<file path="src/design/fqr_pkg.sv">
// ----------------------------------------------------------------------------
// fqr_pkg
// Shared types and constants for the fault qualifier with recovery.
// ----------------------------------------------------------------------------
package fqr_pkg;

  localparam int SAMPLE_BITS_DEF = 12;
  localparam int TIME_BITS_DEF   = 32;

  localparam int LIMIT_BITS    = 12;
  localparam int QUAL_BITS     = 32;
  localparam int COUNT_BITS    = 16;
  localparam int TALLY_BITS    = 8;
  localparam int MODE_BITS     = 6;
  localparam int CFG_IDX_BITS  = 3;
  localparam int CFG_DATA_BITS = 32;

  localparam logic [TALLY_BITS-1:0] TALLY_MAX = 8'd255;

  // Configuration register indexes
  localparam logic [CFG_IDX_BITS-1:0] REG_MODE            = 3'd0;
  localparam logic [CFG_IDX_BITS-1:0] REG_UPPER_LIMIT     = 3'd1;
  localparam logic [CFG_IDX_BITS-1:0] REG_UPPER_RECOVER   = 3'd2;
  localparam logic [CFG_IDX_BITS-1:0] REG_LOWER_LIMIT     = 3'd3;
  localparam logic [CFG_IDX_BITS-1:0] REG_LOWER_RECOVER   = 3'd4;
  localparam logic [CFG_IDX_BITS-1:0] REG_FAULT_QUALIFY   = 3'd5;
  localparam logic [CFG_IDX_BITS-1:0] REG_RECOVER_QUALIFY = 3'd6;

  // mode_control bit positions
  localparam int MODE_SRC_ADC  = 0;
  localparam int MODE_LIM_LO   = 1;
  localparam int MODE_LIM_HI   = 2;
  localparam int MODE_COUNT    = 3;
  localparam int MODE_TRIG_LVL = 4;
  localparam int MODE_REC_LVL  = 5;

  // Limit modes
  localparam logic [1:0] LIM_OVER   = 2'd0;
  localparam logic [1:0] LIM_UNDER  = 2'd1;
  localparam logic [1:0] LIM_WINDOW = 2'd2;

  typedef enum logic [1:0] {
    VERDICT_CLEAR = 2'd0,
    VERDICT_FAULT = 2'd1,
    VERDICT_UNDET = 2'd2
  } verdict_t;

  typedef enum logic [1:0] {
    EV_NONE    = 2'd0,
    EV_FAULT   = 2'd1,
    EV_RECOVER = 2'd2
  } event_t;

  typedef struct packed {
    logic [MODE_BITS-1:0]  mode_control;
    logic [LIMIT_BITS-1:0] upper_limit;
    logic [LIMIT_BITS-1:0] upper_recover;
    logic [LIMIT_BITS-1:0] lower_limit;
    logic [LIMIT_BITS-1:0] lower_recover;
    logic [QUAL_BITS-1:0]  fault_qualify;
    logic [QUAL_BITS-1:0]  recover_qualify;
  } cfg_t;

endpackage

</file>
<file path="src/design/fqr_if.sv">
// ----------------------------------------------------------------------------
// fqr_item_if / fqr_result_if
// Valid/ready channels for input items and result items.
// ----------------------------------------------------------------------------
interface fqr_item_if #(
  parameter int SAMPLE_BITS = fqr_pkg::SAMPLE_BITS_DEF,
  parameter int TIME_BITS   = fqr_pkg::TIME_BITS_DEF
);
  logic                   valid;
  logic                   ready;
  logic [SAMPLE_BITS-1:0] sample_value;
  logic                   bit_level;
  logic [TIME_BITS-1:0]   time_now;
  logic                   fault_enable;
  logic                   recover_enable;
  logic                   recover_lock;

  modport source (
    output valid, sample_value, bit_level, time_now, fault_enable,
           recover_enable, recover_lock,
    input  ready
  );
  modport sink (
    input  valid, sample_value, bit_level, time_now, fault_enable,
           recover_enable, recover_lock,
    output ready
  );
endinterface

interface fqr_result_if;
  logic                            valid;
  logic                            ready;
  logic [1:0]                      event_res;
  logic                            fault_active;
  logic [fqr_pkg::TALLY_BITS-1:0]  fault_tally;
  logic [1:0]                      raw_verdict;

  modport source (
    output valid, event_res, fault_active, fault_tally, raw_verdict,
    input  ready
  );
  modport sink (
    input  valid, event_res, fault_active, fault_tally, raw_verdict,
    output ready
  );
endinterface

</file>
<file path="src/design/fqr_verdict.sv">
// ----------------------------------------------------------------------------
// fqr_verdict
// Raw verdict from the digital level or from the sample thresholds.
// ----------------------------------------------------------------------------
module fqr_verdict #(
  parameter int SAMPLE_BITS = fqr_pkg::SAMPLE_BITS_DEF
) (
  input  fqr_pkg::cfg_t     cfg,
  input  logic [SAMPLE_BITS-1:0] sample_value,
  input  logic              bit_level,
  output fqr_pkg::verdict_t verdict
);

  // Thresholds are 12-bit registers; only the bits both sides share count.
  localparam int CMP_BITS = (SAMPLE_BITS < fqr_pkg::LIMIT_BITS) ?
                            SAMPLE_BITS : fqr_pkg::LIMIT_BITS;

  logic [CMP_BITS-1:0] s, ul, ur, ll, lr;
  logic [1:0]          lim;

  assign s   = sample_value[CMP_BITS-1:0];
  assign ul  = cfg.upper_limit[CMP_BITS-1:0];
  assign ur  = cfg.upper_recover[CMP_BITS-1:0];
  assign ll  = cfg.lower_limit[CMP_BITS-1:0];
  assign lr  = cfg.lower_recover[CMP_BITS-1:0];
  assign lim = cfg.mode_control[fqr_pkg::MODE_LIM_HI:fqr_pkg::MODE_LIM_LO];

  always_comb begin
    verdict = fqr_pkg::VERDICT_UNDET;
    if (!cfg.mode_control[fqr_pkg::MODE_SRC_ADC]) begin
      if (bit_level == cfg.mode_control[fqr_pkg::MODE_TRIG_LVL]) begin
        verdict = fqr_pkg::VERDICT_FAULT;
      end else if (bit_level == cfg.mode_control[fqr_pkg::MODE_REC_LVL]) begin
        verdict = fqr_pkg::VERDICT_CLEAR;
      end
    end else begin
      case (lim)
        fqr_pkg::LIM_OVER: begin
          if (s >= ul)      verdict = fqr_pkg::VERDICT_FAULT;
          else if (s < ur)  verdict = fqr_pkg::VERDICT_CLEAR;
        end
        fqr_pkg::LIM_UNDER: begin
          if (s <= ll)      verdict = fqr_pkg::VERDICT_FAULT;
          else if (s > lr)  verdict = fqr_pkg::VERDICT_CLEAR;
        end
        fqr_pkg::LIM_WINDOW: begin
          if (s >= ll && s <= ul)     verdict = fqr_pkg::VERDICT_FAULT;
          else if (s < lr || s > ur)  verdict = fqr_pkg::VERDICT_CLEAR;
        end
        default: verdict = fqr_pkg::VERDICT_UNDET;
      endcase
    end
  end

endmodule

</file>
<file path="src/design/fault_qualifier_with_recovery_core.sv">
// ----------------------------------------------------------------------------
// fault_qualifier_with_recovery_core
// Debounce with hysteresis: timer or up/down count qualification of a fault
// condition and of its recovery, with a saturating fault tally.
// ----------------------------------------------------------------------------
//  channel   direction  handshake      payload
//  item      in         valid/ready    sample_value, bit_level, time_now,
//                                      fault_enable, recover_enable, recover_lock
//  result    out        valid/ready    event_res, fault_active, fault_tally,
//                                      raw_verdict
//  cfg       in         cfg_we         cfg_index, cfg_data (write only)
//
//  One item per cycle sustained while results are taken; an item passes the
//  input register, then the result register. The state updates as an item
//  moves into the result register. A stalled result holds both stages; ready
//  falls only when both are full and the result is not taken. Synchronous
//  reset clears state and restores register defaults; no clearing pass.
// ----------------------------------------------------------------------------
module fault_qualifier_with_recovery_core #(
  parameter int SAMPLE_BITS = fqr_pkg::SAMPLE_BITS_DEF,
  parameter int TIME_BITS   = fqr_pkg::TIME_BITS_DEF
) (
  input  logic                              clk,
  input  logic                              rst,
  fqr_item_if.sink                          item,
  fqr_result_if.source                      result,
  input  logic                              cfg_we,
  input  logic [fqr_pkg::CFG_IDX_BITS-1:0]  cfg_index,
  input  logic [fqr_pkg::CFG_DATA_BITS-1:0] cfg_data
);

  localparam int QB = fqr_pkg::QUAL_BITS;
  localparam int CB = fqr_pkg::COUNT_BITS;

  // Configuration
  fqr_pkg::cfg_t cfg;

  always_ff @(posedge clk) begin
    if (rst) begin
      cfg.mode_control    <= '0;
      cfg.upper_limit     <= '1;
      cfg.upper_recover   <= '1;
      cfg.lower_limit     <= '0;
      cfg.lower_recover   <= '0;
      cfg.fault_qualify   <= '0;
      cfg.recover_qualify <= '0;
    end else if (cfg_we) begin
      case (cfg_index)
        fqr_pkg::REG_MODE:
          cfg.mode_control <= cfg_data[fqr_pkg::MODE_BITS-1:0];
        fqr_pkg::REG_UPPER_LIMIT:
          cfg.upper_limit <= cfg_data[fqr_pkg::LIMIT_BITS-1:0];
        fqr_pkg::REG_UPPER_RECOVER:
          cfg.upper_recover <= cfg_data[fqr_pkg::LIMIT_BITS-1:0];
        fqr_pkg::REG_LOWER_LIMIT:
          cfg.lower_limit <= cfg_data[fqr_pkg::LIMIT_BITS-1:0];
        fqr_pkg::REG_LOWER_RECOVER:
          cfg.lower_recover <= cfg_data[fqr_pkg::LIMIT_BITS-1:0];
        fqr_pkg::REG_FAULT_QUALIFY:
          cfg.fault_qualify <= cfg_data[QB-1:0];
        fqr_pkg::REG_RECOVER_QUALIFY:
          cfg.recover_qualify <= cfg_data[QB-1:0];
        default: ;
      endcase
    end
  end

  // Input register
  logic                   s1_valid;
  logic [SAMPLE_BITS-1:0] s1_sample;
  logic                   s1_level;
  logic [TIME_BITS-1:0]   s1_now;
  logic                   s1_fen;
  logic                   s1_ren;
  logic                   s1_lock;

  logic out_free;
  logic advance;

  assign out_free   = !result.valid || result.ready;
  assign advance    = s1_valid && out_free;
  assign item.ready = !s1_valid || out_free;

  always_ff @(posedge clk) begin
    if (rst) begin
      s1_valid <= 1'b0;
    end else if (item.ready) begin
      s1_valid <= item.valid;
    end
  end

  always_ff @(posedge clk) begin
    if (item.valid && item.ready) begin
      s1_sample <= item.sample_value;
      s1_level  <= item.bit_level;
      s1_now    <= item.time_now;
      s1_fen    <= item.fault_enable;
      s1_ren    <= item.recover_enable;
      s1_lock   <= item.recover_lock;
    end
  end

  // Verdict
  fqr_pkg::verdict_t verdict;

  fqr_verdict #(
    .SAMPLE_BITS (SAMPLE_BITS)
  ) u_verdict (
    .cfg          (cfg),
    .sample_value (s1_sample),
    .bit_level    (s1_level),
    .verdict      (verdict)
  );

  // Qualifier state
  logic                          fault_latched, fault_latched_next;
  logic                          fault_timing, fault_timing_next;
  logic [TIME_BITS-1:0]          fault_start, fault_start_next;
  logic                          recover_timing, recover_timing_next;
  logic [TIME_BITS-1:0]          recover_start, recover_start_next;
  logic [CB-1:0]                 qualify_count, qualify_count_next;
  logic [fqr_pkg::TALLY_BITS-1:0] tally_store, tally_store_next;
  fqr_pkg::event_t               ev_next;

  logic [TIME_BITS-1:0] fault_elapsed, recover_elapsed;
  logic                 fault_mid;
  logic                 recover_live;
  logic                 tally_inc;
  logic [CB-1:0]        fault_count, recover_count;

  assign fault_count   = cfg.fault_qualify[CB-1:0];
  assign recover_count = cfg.recover_qualify[CB-1:0];

  always_comb begin
    fault_latched_next  = fault_latched;
    fault_timing_next   = fault_timing;
    fault_start_next    = fault_start;
    recover_timing_next = recover_timing;
    recover_start_next  = recover_start;
    qualify_count_next  = qualify_count;
    ev_next             = fqr_pkg::EV_NONE;
    tally_inc           = 1'b0;
    fault_elapsed       = '0;
    recover_elapsed     = '0;
    fault_mid           = fault_latched;
    recover_live        = 1'b0;

    if (!cfg.mode_control[fqr_pkg::MODE_COUNT]) begin
      // Timer basis
      if (verdict == fqr_pkg::VERDICT_FAULT && !fault_latched && s1_fen) begin
        fault_timing_next = 1'b1;
        if (!fault_timing) fault_start_next = s1_now;
      end else begin
        fault_timing_next = 1'b0;
      end
      fault_elapsed = s1_now - fault_start_next;
      if (fault_timing_next && QB'(fault_elapsed) > cfg.fault_qualify) begin
        fault_mid         = 1'b1;
        fault_timing_next = 1'b0;
        ev_next           = fqr_pkg::EV_FAULT;
        tally_inc         = 1'b1;
      end
      fault_latched_next = fault_mid;

      recover_live = fault_mid && s1_ren && !s1_lock;
      if (recover_live && verdict == fqr_pkg::VERDICT_CLEAR) begin
        recover_timing_next = 1'b1;
        if (!recover_timing) recover_start_next = s1_now;
      end else begin
        recover_timing_next = 1'b0;
      end
      recover_elapsed = s1_now - recover_start_next;
      if (recover_timing_next && QB'(recover_elapsed) > cfg.recover_qualify) begin
        fault_latched_next  = 1'b0;
        recover_timing_next = 1'b0;
        ev_next             = fqr_pkg::EV_RECOVER;
      end
    end else begin
      // Count basis; an undetermined verdict counts down like clear
      if (verdict != fqr_pkg::VERDICT_FAULT) begin
        if (qualify_count != '0) qualify_count_next = qualify_count - 1'b1;
      end else if (qualify_count < fault_count) begin
        qualify_count_next = qualify_count + 1'b1;
      end
      if (qualify_count_next >= fault_count && s1_fen) begin
        fault_latched_next = 1'b1;
        ev_next            = fqr_pkg::EV_FAULT;
        tally_inc          = 1'b1;
      end else if (qualify_count_next <= recover_count && s1_ren && !s1_lock) begin
        fault_latched_next = 1'b0;
        ev_next            = fqr_pkg::EV_RECOVER;
      end
    end

    tally_store_next = tally_store;
    if (tally_inc && tally_store != fqr_pkg::TALLY_MAX) begin
      tally_store_next = tally_store + 1'b1;
    end
  end

  always_ff @(posedge clk) begin
    if (rst) begin
      fault_latched  <= 1'b0;
      fault_timing   <= 1'b0;
      recover_timing <= 1'b0;
      qualify_count  <= '0;
      tally_store    <= '0;
    end else if (advance) begin
      fault_latched  <= fault_latched_next;
      fault_timing   <= fault_timing_next;
      recover_timing <= recover_timing_next;
      qualify_count  <= qualify_count_next;
      tally_store    <= tally_store_next;
    end
  end

  // Start times are only read while their timer runs
  always_ff @(posedge clk) begin
    if (advance) begin
      fault_start   <= fault_start_next;
      recover_start <= recover_start_next;
    end
  end

  // Result register
  always_ff @(posedge clk) begin
    if (rst) begin
      result.valid <= 1'b0;
    end else if (out_free) begin
      result.valid <= s1_valid;
    end
  end

  always_ff @(posedge clk) begin
    if (advance) begin
      result.event_res    <= ev_next;
      result.fault_active <= fault_latched_next;
      result.fault_tally  <= tally_store_next;
      result.raw_verdict  <= verdict;
    end
  end

  // Assertions
  a_active_tracks_state: assert property (
    @(posedge clk) disable iff (rst)
    advance |=> (result.fault_active == fault_latched)
  ) else $error("result fault_active differs from latched state");

  a_fault_event_active: assert property (
    @(posedge clk) disable iff (rst)
    (result.valid && result.event_res == fqr_pkg::EV_FAULT) |-> result.fault_active
  ) else $error("fault event without active fault");

  a_recover_event_clear: assert property (
    @(posedge clk) disable iff (rst)
    (result.valid && result.event_res == fqr_pkg::EV_RECOVER) |-> !result.fault_active
  ) else $error("recover event with fault still active");

  a_tally_step: assert property (
    @(posedge clk) disable iff (rst)
    (advance && ev_next == fqr_pkg::EV_FAULT && tally_store != fqr_pkg::TALLY_MAX)
      |=> (tally_store == $past(tally_store) + 1'b1)
  ) else $error("fault tally did not advance on fault event");

endmodule

</file>
<file path="src/flat_wrapper.sv">
// flat-port wrapper written by rule: the top's interface ports become plain ports
module fault_qualifier_with_recovery_core_flat 
#(
  parameter int SAMPLE_BITS = fqr_pkg::SAMPLE_BITS_DEF,
  parameter int TIME_BITS   = fqr_pkg::TIME_BITS_DEF
)
  (clk, rst, cfg_we, cfg_index, cfg_data, item_valid, item_sample_value, item_bit_level, item_time_now, item_fault_enable, item_recover_enable, item_recover_lock, item_ready, result_valid, result_event_res, result_fault_active, result_fault_tally, result_raw_verdict, result_ready);
  fqr_item_if #(.SAMPLE_BITS(SAMPLE_BITS), .TIME_BITS(TIME_BITS)) item_i ();
  fqr_result_if result_i ();
  input  logic clk;
  input  logic rst;
  input  logic cfg_we;
  input  logic [fqr_pkg::CFG_IDX_BITS-1:0] cfg_index;
  input  logic [fqr_pkg::CFG_DATA_BITS-1:0] cfg_data;
  input wire logic [$bits(item_i.valid)-1:0] item_valid;
  input wire logic [$bits(item_i.sample_value)-1:0] item_sample_value;
  input wire logic [$bits(item_i.bit_level)-1:0] item_bit_level;
  input wire logic [$bits(item_i.time_now)-1:0] item_time_now;
  input wire logic [$bits(item_i.fault_enable)-1:0] item_fault_enable;
  input wire logic [$bits(item_i.recover_enable)-1:0] item_recover_enable;
  input wire logic [$bits(item_i.recover_lock)-1:0] item_recover_lock;
  output wire logic [$bits(item_i.ready)-1:0] item_ready;
  output wire logic [$bits(result_i.valid)-1:0] result_valid;
  output wire logic [$bits(result_i.event_res)-1:0] result_event_res;
  output wire logic [$bits(result_i.fault_active)-1:0] result_fault_active;
  output wire logic [$bits(result_i.fault_tally)-1:0] result_fault_tally;
  output wire logic [$bits(result_i.raw_verdict)-1:0] result_raw_verdict;
  input wire logic [$bits(result_i.ready)-1:0] result_ready;
  assign item_i.valid = item_valid;
  assign item_i.sample_value = item_sample_value;
  assign item_i.bit_level = item_bit_level;
  assign item_i.time_now = item_time_now;
  assign item_i.fault_enable = item_fault_enable;
  assign item_i.recover_enable = item_recover_enable;
  assign item_i.recover_lock = item_recover_lock;
  assign item_ready = item_i.ready;
  assign result_valid = result_i.valid;
  assign result_event_res = result_i.event_res;
  assign result_fault_active = result_i.fault_active;
  assign result_fault_tally = result_i.fault_tally;
  assign result_raw_verdict = result_i.raw_verdict;
  assign result_i.ready = result_ready;
  fault_qualifier_with_recovery_core #(.SAMPLE_BITS(SAMPLE_BITS), .TIME_BITS(TIME_BITS)) u_core (.clk(clk), .rst(rst), .item(item_i), .result(result_i), .cfg_we(cfg_we), .cfg_index(cfg_index), .cfg_data(cfg_data));
endmodule
</file>
<file path="config.mk">
export PLATFORM = sky130hd
export DESIGN_NAME = fault_qualifier_with_recovery_core_flat
export DESIGN_NICKNAME = d
export VERILOG_FILES = /design/src/design/fqr_pkg.sv /design/src/design/fqr_if.sv /design/src/design/fqr_verdict.sv /design/src/design/fault_qualifier_with_recovery_core.sv /design/src/flat_wrapper.sv
export SDC_FILE = /design/constraint.sdc
export NUM_CORES = 1
export LEC_CHECK = 0
export BUFFER_PORTS_ARGS = -buffer_cell sky130_fd_sc_hd__buf_2
export CORE_MARGIN = 5
export CORE_UTILIZATION = 30
export CTS_CLUSTER_DIAMETER = 120
export CTS_CLUSTER_SIZE = 25
export DETAILED_ROUTE_END_ITERATION = 6
export GPL_TIMING_DRIVEN = 1
export REMOVE_ABC_BUFFERS = 1
export SYNTH_ARGS = -nofsm -noshare
export SYNTH_HDL_FRONTEND = slang
export SYNTH_HIERARCHICAL = 1
export SYNTH_SLANG_ARGS = --single-unit
</file>
<file path="constraint.sdc">
create_clock -name clk -period 11.8 [get_ports clk]
set_input_delay 2.36 -clock clk [delete_from_list [all_inputs] [get_ports clk]]
set_output_delay 2.36 -clock clk [all_outputs]
set_load 0.1 [all_outputs]
</file>
==> results.md, run 1 <==
* Outcome: finished, final reports clean
* Largest net degree at the start of global routing at 79
* Vias at 14300
* Netlist cell types at 81
* Largest family of logic cells by synthesized area: simple AND/OR/NAND/NOR gates
* Startpoint types: flip-flop
* Grt ovf at 0
* Placement Cell Area at 19200 sq um
* Rel. slew slack at 13.3%
* Share of cells above drive strength 1 at 10.4%
* Mux contribution to synthesized area at 4.22%
* Min-delay src: u_core/cfg[36]
* Power Dens Cells at 112 nW/um^2
* EDFF count, synth at 125
* Adder-Cell Fraction of Synth Area at 15.9%
* Post-synthesis sequential area ratio at 37.5%
* PortBufs at 102
* Number of synthesized register bits at 272
* Yosys warns at 6
* First-pass DRT Iterations at 5
* Rows at 89
* Worst-case reg-to-reg path depth at 31
* Post-Synth Simple-Gate Area at 16.4%
* Post-synth top area share at 21.0%
* First-pass GRT wire length at 77500 um
* Detail Route Antenna Nets at 0
* Initial DRC count at 780
* Clock sinks at 272
* Clock root cell: clkbuf_16
* Element type at the critical path end: flip-flop
* Setup Fix Bufs, Post-CTS at 0
* Most used cell, CP: ha_1
* Final Max Slew Viols at 0
* Wirelength, routed at 49500 um
* Synth Area in Compound Gates at 15.9%
* Max-cap check violation count at 0
* Tmin final at 10.30 ns
* Number of gates resized after CTS at 0
* Post-route cell area at 19600 sq um
* CP max FO at 27
* Leakage at 8.12 nW
* Cts bufs inserted at 14
* Wire length per cell at 17.5 um
* Vias per cell at 5.05
* Post-Syn Area at 17900 sq um
* DRC Markers at 0
* Chip Width at 254 um
* Max incr delay on CP at 0.87 ns
* Clk buf depth at 3
* Routability cong. at 0.879
* Number of global-route vias before repair at 14100
* Hold Path Depth at 2
* Die ar. at 64500 sq um
* Fmax at 97.0 MHz
* Slowest cell on the critical path: nor4_1
* Worst VDD drop at 0.0796 mV
* N_diodes at 0
* Core Footprint at 59000 sq um
* CTS tree: built
* Clock skew at 0.0244 ns
* Crit share post-route at 87.3%
* Initial Utilization at 30.3%
* Slew @ Worst Pin at 1.30 ns
* CTS HTree Levels at 1
* Primary FF master, synth: dfxtp_1
* Xor/xnor cell area share of the yosys netlist at 4.56%
* Tot GR Track Use at 14.9%
* RSZ-0062 raised after global routing: no
* Fraction of registers with async set/reset at 0%
* Dpl hpwl at 38100 um
* Die Ht at 254 um
* Main area contributors after synthesis: edfxtp_1, dfxtp_1, ha_1
* Reg2reg end: u_core/tally_store[7]
* RR Startpoint: u_core/s1_sample[9]
* Ports at 103
* Final Net Count at 2361
* Initial antenna violation count at 2
* Area grow syn2layout at 9.75%
* Hold Path End: u_core/cfg[36]
* Skew-Pair Late Insertion Delay at 0.52 ns
* Setup TNS at 0 ns
* Instance count of the mapped netlist at 1980
* Final core utilization at 33.2%
* Final hold vios at 0
* Mean Syn Cell Area at 9.02 sq um
* CP Data Arrival Time at 10.72 ns
* Final Setup Violations at 0
* Cts hold-fix bufs at 0
* Setup CP Type: reg -> reg
* R2r setup slk at 1.50 ns
* Clock transition at path regs at 0.10 ns
* Req. time, crit path at 12.21 ns
* Largest area contributor in the netlist: edfxtp_1
* Worst min path class: reg -> reg
[sequential cells by signal, indices dropped and copies added (netlist names), 2 cells and up]
| signal | count |
|---|---|
| u_core/cfg | 118 |
| u_core/fault_start | 32 |
| u_core/recover_start | 32 |
| u_core/s1_now | 32 |
| u_core/qualify_count | 16 |
| u_core/s1_sample | 12 |
| u_core/result.fault_tally | 8 |
| u_core/tally_store | 8 |
| u_core/result.event_res | 2 |
| u_core/result.raw_verdict | 2 |
[worst max-delay path, delay by kind of cell (launching register included)]
| kind | cells | cell delay [ns] |
|---|---|---|
| AND/OR/NAND/NOR | 9 | 2.68 |
| adder cells (fa/ha/maj) | 3 | 0.97 |
| XOR/XNOR | 1 | 0.15 |
| buffers and inverters | 1 | 0.45 |
| flip-flops | 1 | 0.47 |
| multiplexers | 1 | 0.29 |
| AO/OA/AOI/OAI | 16 | 5.16 |
[through the flow]
stage	worst slack [ns]	hold WS (ns)	power, mW	cells
after floorplan	2.59	0.430	1.49	1920
after global placement	1.90	0.442	1.65	2804
after detailed placement	1.62	0.447	1.66	2804
after CTS	1.58	0.461	2.24	2828
after global routing	1.00	0.477	2.34	2828
final	1.50	0.458	2.20	2828
[layout make-up]
cell class	count	area, sq um
fillers	6218	39400
multi-input cells	1447	10200
flip-flops and latches	272	6700
well taps	773	967
inverters	201	754
repair buffers	111	581
clock buffers	23	405
clock inverters	1	5.00
[cell families after synthesis]
family                   Yosys count
AND/OR/NAND/NOR                  608
AO/OA/AOI/OAI                    450
flip-flops                       272
buffers and inverters            261
adder cells (fa/ha/maj)          226
XOR/XNOR                          93
multiplexers                      70
[cells in the final DEF (no fill, tap or decap), types with 5 or more instances in the layout]
cell	n
nand3_1	32
buf_4	10
edfxtp_1	125
a211o_1	8
inv_1	201
or3_1	8
nor2_1	81
a21oi_1	206
or2_2	10
and4_1	6
clkbuf_1	8
xor2_1	32
nor2b_1	25
buf_2	101
o21bai_1	10
or4_1	5
a31oi_1	13
o211ai_1	10
dfxtp_1	147
mux2_2	42
xnor2_1	61
nand2_1	285
ha_1	224
nand4_1	37
nand3b_1	28
and3_1	14
a21o_1	72
mux2i_1	28
nand2b_1	18
a211oi_1	8
nor3_1	24
o21ai_0	55
o21a_1	11
clkbuf_16	15
[cells in the mapped netlist, types with 5 or more instances]
| cell type | count |
|---|---|
| nand4_1 | 37 |
| or3_1 | 8 |
| a21oi_1 | 206 |
| nand2_1 | 285 |
| inv_1 | 201 |
| nand2b_1 | 18 |
| a211oi_1 | 8 |
| mux2_2 | 42 |
| nor2_1 | 85 |
| o211ai_1 | 10 |
| o21a_1 | 11 |
| ha_1 | 224 |
| nand3_1 | 32 |
| or2_2 | 10 |
| nor3_1 | 25 |
| and3_1 | 14 |
| nand3b_1 | 28 |
| xor2_1 | 32 |
| o21ai_0 | 55 |
| mux2i_1 | 28 |
| a211o_1 | 8 |
| clkbuf_1 | 53 |
| o21bai_1 | 10 |
| edfxtp_1 | 125 |
| xnor2_1 | 61 |
| or4_1 | 5 |
| and4_1 | 6 |
| dfxtp_1 | 147 |
| a31oi_1 | 13 |
| nor2b_1 | 25 |
| a21o_1 | 72 |
[power by group]
group	internal [mW]	leakage (nW)	switching, mW	total, mW
sequential	1.02	2.38	0.0248	1.05
clock	0.240	0.198	0.315	0.555
combinational	0.246	5.54	0.351	0.597
[worst max-delay path by stage]
| stage | to | slack [ns] | startpoint | depth (start not counted) |
|---|---|---|---|---|
| final | u_core/tally_store[7] | 1.50 | u_core/s1_sample[9] | 31 |
| after global routing | u_core/result.fault_tally[1] | 1.00 | u_core/s1_sample[1] | 30 |
| after CTS | u_core/tally_store[7] | 1.58 | u_core/s1_sample[1] | 31 |
| after detailed placement | u_core/result.fault_tally[1] | 1.62 | u_core/s1_sample[1] | 30 |
| after global placement | u_core/result.fault_tally[1] | 1.90 | u_core/s1_sample[1] | 30 |
| after floorplan | u_core/result.fault_tally[1] | 2.59 | u_core/s1_sample[1] | 31 |
[layer usage]
metal | part of all wire [%] | track usage (%) | wire (um)
met5 | 0 | 0 | 0
met3 | 3.6 | 1.64 | 1780
met2 | 47 | 25.3 | 23200
met4 | 3.0 | 4.63 | 1480
met1 | 47 | 20.0 | 23000
Note: power is estimated with default switching activity, not from simulation.
==> inputs of run 2 (changes only) <==
Settings changed: CELL_PAD_IN_SITES_DETAIL_PLACEMENT set to 0, CELL_PAD_IN_SITES_GLOBAL_PLACEMENT set to 1, PLACE_DENSITY_LB_ADDON set to 0.1.
==> run 2 against run 1 <==
  * Maximum frequency rose by 2.1%
  * Core utilization grew 0.19 points
  * Wire length increased by 8.8%
  * Clock power grew 15%
  * Combinational power up 2%
  * Critical endpoint unchanged
  * Highest routed layer unchanged
==> results.md, run 2 (synthesis gave the netlist of run 1 again) <==
* Slowest cell on the critical path: nor4_1
* Number of global-route vias before repair at 13700 (-2.2%)
* CTS tree: built
* Top reg by flops: u_core/cfg
* Routability cong. at 0.865 (-1.6%)
* Clock transition at path regs at 0.11 ns (about the same)
* Outcome: finished, final reports clean
* Largest net degree at the start of global routing at 84 (+6.3%)
* Final Setup Violations at 0 (unchanged)
* Slew @ Worst Pin at 1.14 ns (-0.154 ns)
* Most frequent cells in the layout: nand2_1, ha_1, a21oi_1
* Initial Utilization at 30.3% (unchanged)
* Ports at 103 (unchanged)
* Tmin final at 10.09 ns (-0.217 ns)
* Grt ovf at 0 (unchanged)
* Leakage at 8.18 nW (+0.70%)
* CP Data Arrival Time at 10.52 ns (-0.20 ns)
* Die ar. at 64500 sq um (unchanged)
* Dpl hpwl at 41000 um (+7.8%)
* Initial antenna violation count at 0 (-2)
* R2r setup slk at 1.71 ns (+0.22 ns)
* Tot GR Track Use at 16.3% (+1.3 points)
* Share of cells above drive strength 1 at 10.8% (+0.36 points)
* Worst VDD drop at 0.0934 mV (+17%)
* Fmax at 99.1 MHz (+2.1%)
* Power Dens Cells at 116 nW/um^2 (+3.7%)
* DRC Markers at 0 (unchanged)
* Crit share post-route at 85.5% (-1.8 points)
* RSZ-0062 raised after global routing: no
* Setup Fix Bufs, Post-CTS at 0 (unchanged)
* CP max FO at 12 (-56%)
* Startpoint types: flip-flop
* Max reg flops at 118 (unchanged)
* Number of gates resized after CTS at 0 (unchanged)
* CTS HTree Levels at 1 (unchanged)
* N_diodes at 0 (unchanged)
* Vias per cell at 4.96 (-1.8%)
* Chip Width at 254 um (unchanged)
* Req. time, crit path at 12.23 ns (+0.02 ns)
* Rows at 89 (unchanged)
* Final hold vios at 0 (unchanged)
* Cts bufs inserted at 16 (+2)
* Wirelength, routed at 53800 um (+8.8%)
* Clock root cell: clkbuf_16
* Max incr delay on CP at 0.63 ns (-0.24 ns)
* Clock sinks at 272 (unchanged)
* Skew-Pair Late Insertion Delay at 0.54 ns (+0.02 ns)
* First-pass GRT wire length at 82400 um (+6.4%)
* Die Ht at 254 um (unchanged)
* Multi-input logic area at 10200 sq um (about the same)
* Setup CP Type: reg -> reg
* Final core utilization at 33.4% (+0.19 points)
* Total power at 2.30 mW (+4.3%)
* Wire length per cell at 19.0 um (+8.6%)
* Fill cells at 6243 (+0.40%)
* Seq. cell area at 6700 sq um (unchanged)
* Clk buf depth at 3 (unchanged)
* Area grow syn2layout at 10.4%
* Detail Route Antenna Nets at 0 (unchanged)
* Cts hold-fix bufs at 0 (unchanged)
* Setup TNS at 0 ns (unchanged)
* Core Footprint at 59000 sq um (unchanged)
* Final Max Slew Viols at 0 (unchanged)
* Vias at 14100 (-1.6%)
* PortBufs at 102 (unchanged)
* Worst min path class: reg -> reg
* Final Net Count at 2364 (+0.13%)
* Element type at the critical path end: flip-flop
* Rel. slew slack at 23.5% (+10 points)
* Initial DRC count at 670 (-14%)
* Most used cell, CP: ha_1
* Commonest non-fill, non-tap cell in the layout: nand2_1
* First-pass DRT Iterations at 4 (-1)
* Clock skew at 0.0299 ns (+0.00554 ns)
* Max-cap check violation count at 0 (unchanged)
==> run 2: cell count changes in the layout (fill, tap and decap cells not counted) <==
cell,delta
clkbuf_1,-3
clkbuf_16,+2
inv_4,+2
inv_6,+2
nor2_2,-2
nor2_4,+2
buf_4,+1
clkinv_2,-1
inv_16,+1
inv_8,+1
==> run 2: power by group <==
group / total (mW) / switching (mW) / internal, mW
clock network: 0.639 / 0.360 / 0.279
registers: 1.05 / 0.0254 / 1.02
logic: 0.606 / 0.360 / 0.246
total: 2.29 / 0.746 / 1.55
==> run 2: worst paths after layout <==
kind,startpoint,endpoint,depth (start not counted)
max,u_core/s1_sample[1],u_core/tally_store[7],32
min,u_core/cfg[15],u_core/cfg[15],2
max reg2reg,u_core/s1_sample[1],u_core/tally_store[7],32
min reg2reg,u_core/cfg[15],u_core/cfg[15],2
==> run 2: critical path, delay by kind of cell, from the launching register on <==
| family | cells | cell delay (ns) |
|---|---|---|
| multiplexers | 1 | 0.27 |
| XOR/XNOR | 1 | 0.15 |
| AND/OR/NAND/NOR | 8 | 2.42 |
| buffers and inverters | 1 | 0.05 |
| AO/OA/AOI/OAI | 17 | 5.39 |
| adder cells (fa/ha/maj) | 4 | 1.20 |
| flip-flops | 1 | 0.47 |
==> run 2: cell type report <==
cell class | instances | area share [%]
Tap cell | 773 | 4.90
Multi-Input combinational cell | 1447 | 51.8
Sequential cell | 272 | 34.0
Timing Repair Buffer | 112 | 2.98
Clock inverter | 6 | 0.311
Clock buffer | 22 | 2.25
Inverter | 201 | 3.83
==> run 2: through the flow <==
step	cells	area [sq um]	setup WS, ns	hold WS [ns]
floorplan	1920	17600	2.59	0.430
global placement	2805	19200	1.94	0.444
detailed placement	2805	19200	1.71	0.447
CTS	2833	19700	1.62	0.461
global route	2833	19700	1.08	0.480
finish	2833	19700	1.71	0.459
==> run 2: metal layers <==
metal / vias to the layer above / GRT usage [%] / wire length, um
li1: 7101 / - / -
met1: 6736 / 23.4 / 26900
met2: 177 / 26.5 / 24400
met3: 45 / 1.83 / 1430
met4: 0 / 3.27 / 1110
met5: - / 0 / 0
